File: config.mk
export PLATFORM = sky130hd
export DESIGN_NAME = ascii_command_frame_decoder
export DESIGN_NICKNAME = d
export VERILOG_FILES = /design/src/acfd_pkg.sv /design/src/acfd_parser.sv /design/src/acfd_result.sv /design/src/ascii_command_frame_decoder.sv
export SDC_FILE = /design/constraint.sdc
export NUM_CORES = 1
export LEC_CHECK = 0
export BUFFER_PORTS_ARGS = -buffer_cell sky130_fd_sc_hd__buf_4
export CAP_MARGIN = 20
export CORE_MARGIN = 5
export CORE_UTILIZATION = 50
export CTS_CLUSTER_SIZE = 24
export DETAILED_ROUTE_END_ITERATION = 8
export GPL_ROUTABILITY_DRIVEN = 0
export PLACE_DENSITY_LB_ADDON = 0.3
export SYNTH_ARGS = -nofsm -noshare
export SYNTH_HDL_FRONTEND = slang
export SYNTH_HIERARCHICAL = 1
export SYNTH_SLANG_ARGS = --single-unit
File: constraint.sdc
create_clock -name i_clk -period 10 [get_ports i_clk]
set_input_delay 0 -clock i_clk [delete_from_list [all_inputs] [get_ports i_clk]]
set_output_delay 0 -clock i_clk [all_outputs]
set_load 0.03 [all_outputs]
File: src/acfd_pkg.sv
// Shared constants, types and command table lookup for the ASCII command frame decoder.
`timescale 1ns / 1ps
package acfd_pkg;

    localparam int unsigned BYTE_W   = 8;
    localparam int unsigned WORD_W   = 16;
    localparam int unsigned POS_W    = 4;
    localparam int unsigned ENTRY_W  = 4;
    localparam int unsigned TABLE_N  = 15;
    localparam int unsigned OUT_W    = 40;

    localparam logic [POS_W-1:0]  POS_HUNT   = 4'd0;
    localparam logic [POS_W-1:0]  POS_CMD_HI = 4'd3;
    localparam logic [POS_W-1:0]  POS_SIGN   = 4'd5;
    localparam logic [POS_W-1:0]  POS_VAL_LO = 4'd6;
    localparam logic [POS_W-1:0]  POS_VAL_HI = 4'd10;
    localparam logic [POS_W-1:0]  POS_LAST   = 4'd11;

    localparam logic [BYTE_W-1:0] CH_START = 8'd64;
    localparam logic [BYTE_W-1:0] CH_MINUS = 8'd45;
    localparam logic [WORD_W-1:0] CH_ZERO  = 16'd48;

    localparam logic [WORD_W-1:0] CMD_TABLE [TABLE_N] = '{
        16'd0, 16'd1, 16'd2, 16'd3, 16'd4,
        16'd100, 16'd101, 16'd102, 16'd103, 16'd104,
        16'd105, 16'd106, 16'd107, 16'd108, 16'd109
    };

    typedef struct packed {
        logic              valid;
        logic [WORD_W-1:0] command;
        logic [WORD_W-1:0] value_mag;
        logic              negative;
    } t_frame;

    typedef struct packed {
        logic               matched;
        logic [ENTRY_W-1:0] entry;
    } t_match;

    function automatic t_match lookup_cmd(input logic [WORD_W-1:0] cmd);
        t_match m;
        m = '0;
        for (int i = TABLE_N - 1; i >= 0; i--) begin
            if (CMD_TABLE[i] == cmd) begin
                m.matched = 1'b1;
                m.entry   = ENTRY_W'(i);
            end
        end
        return m;
    endfunction

    function automatic logic [WORD_W-1:0] times_ten(input logic [WORD_W-1:0] a);
        return WORD_W'({a[WORD_W-4:0], 3'b000}) + WORD_W'({a[WORD_W-2:0], 1'b0});
    endfunction

endpackage

File: src/acfd_parser.sv
// Frame position tracking and digit accumulation for incoming bytes.
`timescale 1ns / 1ps
module acfd_parser (
    input  logic                         i_clk,
    input  logic                         i_rst_n,
    input  logic                         i_link_enabled,
    input  logic                         i_valid,
    input  logic [acfd_pkg::BYTE_W-1:0]  i_byte,
    input  logic                         i_out_busy,
    output logic                         o_ready,
    output acfd_pkg::t_frame             o_frame
);
    import acfd_pkg::*;

    logic [POS_W-1:0]  r_pos, n_pos;
    logic [WORD_W-1:0] r_cmd, n_cmd;
    logic [WORD_W-1:0] r_val, n_val;
    logic              r_neg, n_neg;
    logic [WORD_W-1:0] digit;
    logic              take;

    assign o_ready = !(i_out_busy && r_pos == POS_LAST);
    assign take    = i_valid && o_ready && i_link_enabled;
    assign digit   = WORD_W'(i_byte) - CH_ZERO;

    always_comb begin
        n_pos = r_pos;
        n_cmd = r_cmd;
        n_val = r_val;
        n_neg = r_neg;
        o_frame.valid     = 1'b0;
        o_frame.command   = r_cmd;
        o_frame.value_mag = r_val;
        o_frame.negative  = r_neg;
        if (take) begin
            if (r_pos == POS_HUNT) begin
                if (i_byte == CH_START) begin
                    n_pos = POS_HUNT + POS_W'(1);
                    n_cmd = '0;
                    n_val = '0;
                    n_neg = 1'b0;
                end
            end else if (r_pos > POS_LAST) begin
                n_pos = POS_HUNT;
            end else begin
                if (r_pos <= POS_CMD_HI) begin
                    n_cmd = times_ten(r_cmd) + digit;
                end else if (r_pos == POS_SIGN) begin
                    n_neg = (i_byte == CH_MINUS);
                end else if (r_pos >= POS_VAL_LO && r_pos <= POS_VAL_HI) begin
                    n_val = times_ten(r_val) + digit;
                end
                if (r_pos < POS_LAST) begin
                    n_pos = r_pos + POS_W'(1);
                end else begin
                    n_pos = POS_HUNT;
                    o_frame.valid = 1'b1;
                end
            end
        end
    end

    always_ff @(posedge i_clk) begin
        if (!i_rst_n) begin
            r_pos <= POS_HUNT;
            r_cmd <= '0;
            r_val <= '0;
            r_neg <= 1'b0;
        end else begin
            r_pos <= n_pos;
            r_cmd <= n_cmd;
            r_val <= n_val;
            r_neg <= n_neg;
        end
    end

    a_pos_range: assert property (@(posedge i_clk) disable iff (!i_rst_n)
        r_pos <= POS_LAST)
        else $error("frame position beyond last byte");
    a_frame_at_last: assert property (@(posedge i_clk) disable iff (!i_rst_n)
        o_frame.valid |=> r_pos == POS_HUNT)
        else $error("frame end did not return to hunting");
    a_start_clears: assert property (@(posedge i_clk) disable iff (!i_rst_n)
        (take && r_pos == POS_HUNT && i_byte == CH_START) |=> (r_cmd == '0 && !r_neg))
        else $error("start byte did not clear accumulators");

endmodule

File: src/acfd_result.sv
// Sign application, command table match and output register.
`timescale 1ns / 1ps
module acfd_result (
    input  logic                         i_clk,
    input  logic                         i_rst_n,
    input  acfd_pkg::t_frame             i_frame,
    input  logic                         i_ready,
    output logic                         o_valid,
    output logic [acfd_pkg::OUT_W-1:0]   o_data,
    output logic                         o_busy
);
    import acfd_pkg::*;

    logic                r_valid, n_valid;
    logic [WORD_W-1:0]   r_cmd;
    logic [WORD_W-1:0]   r_val;
    t_match              r_match;
    t_match              match;
    logic [WORD_W-1:0]   signed_val;

    assign match      = lookup_cmd(i_frame.command);
    assign signed_val = i_frame.negative ? WORD_W'(16'd0 - i_frame.value_mag)
                                         : i_frame.value_mag;
    assign n_valid    = i_frame.valid || (r_valid && !i_ready);

    always_ff @(posedge i_clk) begin
        if (!i_rst_n) begin
            r_valid <= 1'b0;
        end else begin
            r_valid <= n_valid;
        end
    end

    always_ff @(posedge i_clk) begin
        if (i_frame.valid) begin
            r_cmd   <= i_frame.command;
            r_val   <= signed_val;
            r_match <= match;
        end
    end

    assign o_valid = r_valid;
    assign o_busy  = r_valid;
    assign o_data  = {3'b000, r_match.entry, r_match.matched, r_val, r_cmd};

    a_no_overwrite: assert property (@(posedge i_clk) disable iff (!i_rst_n)
        i_frame.valid |-> !r_valid)
        else $error("new frame while result still held");
    a_unmatched_zero: assert property (@(posedge i_clk) disable iff (!i_rst_n)
        (r_valid && !r_match.matched) |-> r_match.entry == '0)
        else $error("entry set without a match");
    a_match_in_table: assert property (@(posedge i_clk) disable iff (!i_rst_n)
        (r_valid && r_match.matched) |->
            (CMD_TABLE[r_match.entry] == r_cmd && r_match.entry < ENTRY_W'(TABLE_N)))
        else $error("match entry does not hold the command");

endmodule

File: src/ascii_command_frame_decoder.sv
// Top level of the ASCII command frame decoder.
`timescale 1ns / 1ps
// Usage:
//   Slave stream s_axis_* carries one received byte per beat. While the link
//   enable register is 0 beats are accepted, but for the stall below, and dropped.
//   While it is 1 the block hunts for '@', then collects the next 11 bytes: three
//   command digits, an ignored byte, a sign byte, five value digits and an ignored byte.
//   Master stream m_axis_* carries one result beat per frame: command, signed
//   value, a table-match flag and the first matching table entry.
//   cfg_* writes the link enable bit; cfg_ready is always high.
//   Throughput: one byte per cycle. The only stall is at the final byte of a
//   frame while the previous result beat is still held in the output register.
//   Latency: the result beat is valid the cycle after the final byte is taken.
//   Reset clears the link enable, the frame position and the output valid.
//   A stalled receiver holds the result; byte intake continues until the next
//   frame reaches its final byte.
module ascii_command_frame_decoder (
    input  logic                          i_clk,
    input  logic                          i_rst_n,
    input  logic                          i_cfg_valid,
    output logic                          o_cfg_ready,
    input  logic                          i_cfg_data,       // link_enabled
    input  logic                          s_axis_tvalid,
    output logic                          s_axis_tready,
    input  logic [acfd_pkg::BYTE_W-1:0]   s_axis_tdata,     // rx_byte
    output logic                          m_axis_tvalid,
    input  logic                          m_axis_tready,
    output logic [acfd_pkg::OUT_W-1:0]    m_axis_tdata      // command, value, matched, entry, pad
);
    import acfd_pkg::*;

    logic   r_link_en;
    logic   out_busy;
    t_frame frame;

    assign o_cfg_ready = 1'b1;

    always_ff @(posedge i_clk) begin
        if (!i_rst_n) begin
            r_link_en <= 1'b0;
        end else if (i_cfg_valid) begin
            r_link_en <= i_cfg_data;
        end
    end

    acfd_parser u_parser (
        .i_clk          (i_clk),
        .i_rst_n        (i_rst_n),
        .i_link_enabled (r_link_en),
        .i_valid        (s_axis_tvalid),
        .i_byte         (s_axis_tdata),
        .i_out_busy     (out_busy),
        .o_ready        (s_axis_tready),
        .o_frame        (frame)
    );

    acfd_result u_result (
        .i_clk   (i_clk),
        .i_rst_n (i_rst_n),
        .i_frame (frame),
        .i_ready (m_axis_tready),
        .o_valid (m_axis_tvalid),
        .o_data  (m_axis_tdata),
        .o_busy  (out_busy)
    );

endmodule
==> flow_results.org <==
** Placed design
- The wire-length estimate of the detail-placed layout is 8.39 mm.
- The placed instances occupy a cell area of roughly 5600 um2.
- Timing analysis after detailed placement gives a worst setup slack of 7.02 ns.
- Input and output buffers added on the ports amount to 52.

** STA
- Setup repair after global routing left no endpoint under its margin.
- Worst slew margin :: about 29%
- Post-route worst hold slack :: approximately 0.036 ns
- Setup slack after layout :: 6.96 ns
- Min Tclk post-route :: 3.04 ns
- At the pin with the least slew margin, the transition time is ~1.1 ns.
- Period Utilization, post-route :: a little under a third
- Between clock sinks in the finished design, the worst skew comes to 0.00755 ns.
- Final setup fails :: 0
- Final hold violation count :: 0
- Maximum clock frequency :: 329 MHz
- For the final routed database, the setup TNS stands at 0 ns.
- The final number of max-transition violations came to 0.

** CTS
- CTS clock-pin slew for the worst setup and hold paths :: 0.08 ns
- Clock tree synthesis inserted a total of 9 buffers.
- Clock insertion delay at the later pin of the skew report :: 0.35 ns
- The number of gates resized after CTS was 0.
- In this run the deepest clock path goes through 2 buffers.
- CTS built an H-tree with a depth of 3.
- For this design, the sink count on the clock tree is between 70 and 80.
- Root Buffer Master :: sky130_fd_sc_hd__clkbuf_8
- Clock tree from TritonCTS :: built

** Route
- The detailed router finished its first iteration with 308 violations.
- Number of design rule violations left after detail routing :: 0
- Per-cell via count in the routed design :: 5.75
- Routed length per instance :: 16.6 um
- The routed layout has 4049 vias.
- The first TritonRoute pass finished after 6 iterations.
- Once detail routing completed, the nets flagged for antenna violations numbered 0.
- Wires add up to around 12 mm.

** Die
- Row Count :: 37
- Die boundary width :: 111 um
- Effective utilization at floorplan :: 50.4%
- CORE AREA :: 10200 um2
- Overall die area :: 12400 um2
- During I/O placement, the number of pins put on the boundary was 57.
- Y dimension of the die :: 111 um

** Setup path
- The worst setup path is launched from a register.
- Crit Path Category :: register to register
- Signal arrival time at the worst endpoint :: approximately 3.3 ns
- Of all nets on the critical path, the largest fanout is 14.
- Element type at the critical path end :: register
- The largest single stage delay on the critical path is about 0.66 ns.
- Data on the critical path is required at its endpoint by 10.21 ns.
- Among all stages on the critical path, the largest delay is contributed by sky130_fd_sc_hd__dfxtp_1.
- The critical path goes through fa_1 > ha_1 > nor2b_1 > o31a_1 > o2111a_1 > or3_1 > a32oi_1 > nor2_1.

** Synth
- Number of enable-type register cells in the synthesized netlist :: 37
- Of the post-synthesis cell area, the dominant cell type holds 21.6%.
- Post-synth top area cell :: sky130_fd_sc_hd__edfxtp_1
- By instance count, the leading cell after synthesis is sky130_fd_sc_hd__nor2_1.
- Top post-synthesis cells by area :: sky130_fd_sc_hd__edfxtp_1 (22%), sky130_fd_sc_hd__dfxtp_1 (15%), sky130_fd_sc_hd__fa_1 (10%), sky130_fd_sc_hd__ha_1 (9.3%), sky130_fd_sc_hd__xnor2_1 (4.6%)
- The cell count after synthesis came out at 513.
- Register bit total from synthesis :: between 70 and 80
- Share of synthesized registers carrying an async set or reset :: 0%
- After synthesis the cells add up to 5130 um2.
- Mean cell area of the mapped netlist :: 10.0 um2
- Most used DFF post-synth :: sky130_fd_sc_hd__dfxtp_1
- Library cells used by synthesis :: 66
- List of most frequent post-synthesis cells :: sky130_fd_sc_hd__nor2_1 (43), sky130_fd_sc_hd__a21oi_1 (41), sky130_fd_sc_hd__dfxtp_1 (39)
- Yosys printed 6 warnings.
- Sequential cells were found to cover 36.9% of the synthesized design area.

** Power
- Maximum ir drop on the vdd rail :: 0.0751 mV
- Total power divided by cell area :: 114 nW/um2
- Leakage :: 0.00247 uW

** Global routing
- Antenna violations before repair :: 0
- The via count of the first global-routing pass is around 3800.
- Global routing finished with a remaining overflow of 0.
- For this run, the total global-route usage over all layers was measured as 18.7%.
- The first global-routing pass estimated about 19 mm of wire.
- Largest net degree at the start of global routing :: 29

** Cells and area
- # diodes :: 0
- Summing all non-filler instances in the final layout gives an area of ~5900 um2.
- Of the cells placed in the final design, the portion with a size suffix greater than 1 is approximately 15%.
- From synthesis to final layout, the design area changed by 15.6%.
- Total Nets Final :: 641

** Run status
- The run finished with clean final reports.

** Worst hold path
- Type of the tightest min-delay check :: input pin to register

** Flow run
- Count of maximum capacitance violations :: 0
[final timing paths]
path / startpoint / endpoint / slack, ns / depth (start not counted)
worst max register to register: u_parser/r_cmd[3] / u_parser/r_cmd[12] / 6.96 / 8
worst min-delay path: i_rst_n / r_link_en / 0.04 / 2
worst max-delay path: u_parser/r_cmd[3] / u_parser/r_cmd[12] / 6.96 / 8
worst min register to register: u_parser/r_cmd[15] / u_result/r_cmd[15] / 0.48 / 0
[cell families after synthesis]
| group | after synthesis | share of synthesized area, % |
|---|---|---|
| AND/OR/NAND/NOR | 161 | 16.2 |
| AO/OA/AOI/OAI | 138 | 17.9 |
| flip-flops | 76 | 36.9 |
| adder cells (fa/ha/maj) | 64 | 19.4 |
| buffers and inverters | 36 | 3.29 |
| XOR/XNOR | 33 | 5.63 |
| multiplexers | 3 | 0.585 |
| other | 2 | 0.146 |
[critical path, delay by kind of cell, from the launching register on]
family	cells	cell delay (ns)
AOI/OAI and AO/OA	3	0.78
adders and majority gates	2	0.86
DFF	1	0.66
and+or+nand+nor	3	0.60
[what timing repair did]
item	CTS	global route
buffers inserted	0	0
endpoints found under the hold margin	2	0
hold buffers	4	0
[sequential cells by signal (all words and copies together), names as in the netlist]
register         count
u_parser/r_cmd      16
u_result/r_val      16
u_parser/r_pos       4
u_parser/r_val      16
u_result/o_busy      1
u_result/o_data      5
r_link_en            1
u_result/r_cmd      16
u_parser/r_neg       1
[layout make-up]
cell class / instances / area (um2)
clock buffer: 9 / 124
clock inverter: 7 / 139
fill: 893 / 4250
inverter: 14 / 52.6
multi-input combinational: 403 / 3090
sequential: 76 / 1890
tap: 136 / 170
timing repair buffer: 59 / 460
[layer usage]
metal / part of all wire [%] / routed length, um / GRT usage, %
met5: 0 / 0 / 0
met4: 1.0 / 120 / 5.19
met3: 5.9 / 686 / 3.44
met2: 47 / 5500 / 30.1
met1: 46 / 5370 / 26.0
[metrics by stage]
step                util, %  std cells  power, uW
floorplan                 -        515        362
finish                 58.2        704        677
global placement       55.1        683        374
CTS                    58.1        703        682
global route           58.2        704        700
detailed placement     55.1        683        375
[placed cells by master (no fill, tap or decap), types with 3 or more instances in the layout]
| cell type | Yosys | routed |
|---|---|---|
| sky130_fd_sc_hd__and3_1 | 4 | 4 |
| sky130_fd_sc_hd__nor3_1 | 11 | 8 |
| sky130_fd_sc_hd__o41ai_1 | 3 | 3 |
| sky130_fd_sc_hd__buf_4 | 7 | 54 |
| sky130_fd_sc_hd__a21o_1 | 9 | 9 |
| sky130_fd_sc_hd__a211oi_1 | 4 | 4 |
| sky130_fd_sc_hd__nor2b_1 | 9 | 9 |
| sky130_fd_sc_hd__o21ai_0 | 22 | 22 |
| sky130_fd_sc_hd__conb_1 | 2 | 4 |
| sky130_fd_sc_hd__ha_1 | 38 | 38 |
| sky130_fd_sc_hd__a32oi_1 | 3 | 3 |
| sky130_fd_sc_hd__nor4_1 | 12 | 12 |
| sky130_fd_sc_hd__edfxtp_1 | 37 | 37 |
| sky130_fd_sc_hd__xnor2_1 | 27 | 27 |
| sky130_fd_sc_hd__o211ai_1 | 3 | 3 |
| sky130_fd_sc_hd__o31a_1 | 3 | 3 |
| sky130_fd_sc_hd__a21oi_1 | 41 | 41 |
| sky130_fd_sc_hd__or3_1 | 5 | 5 |
| sky130_fd_sc_hd__o31ai_1 | 7 | 7 |
| sky130_fd_sc_hd__clkbuf_8 | 0 | 9 |
| sky130_fd_sc_hd__inv_1 | 14 | 14 |
| sky130_fd_sc_hd__xor2_1 | 6 | 6 |
| sky130_fd_sc_hd__nand4_1 | 5 | 5 |
| sky130_fd_sc_hd__a311oi_1 | 3 | 3 |
| sky130_fd_sc_hd__o21ai_1 | 9 | 9 |
| sky130_fd_sc_hd__fa_1 | 26 | 26 |
| sky130_fd_sc_hd__o21a_1 | 10 | 10 |
| sky130_fd_sc_hd__nand3_1 | 19 | 19 |
| sky130_fd_sc_hd__dlygate4sd3_1 | 0 | 4 |
| sky130_fd_sc_hd__dfxtp_1 | 39 | 39 |
| sky130_fd_sc_hd__bufinv_16 | 0 | 4 |
| sky130_fd_sc_hd__nand2_1 | 31 | 31 |
| sky130_fd_sc_hd__mux2i_1 | 3 | 3 |
| sky130_fd_sc_hd__nor3_2 | 0 | 3 |
| sky130_fd_sc_hd__nor2_1 | 43 | 43 |
[where the power goes]
group | switching (uW) | total, uW | internal, uW
logic | 27.3 | 46.1 | 18.9
clock network | 117 | 308 | 191
registers | 0.183 | 323 | 323
Power figures use the tool's default switching activity.
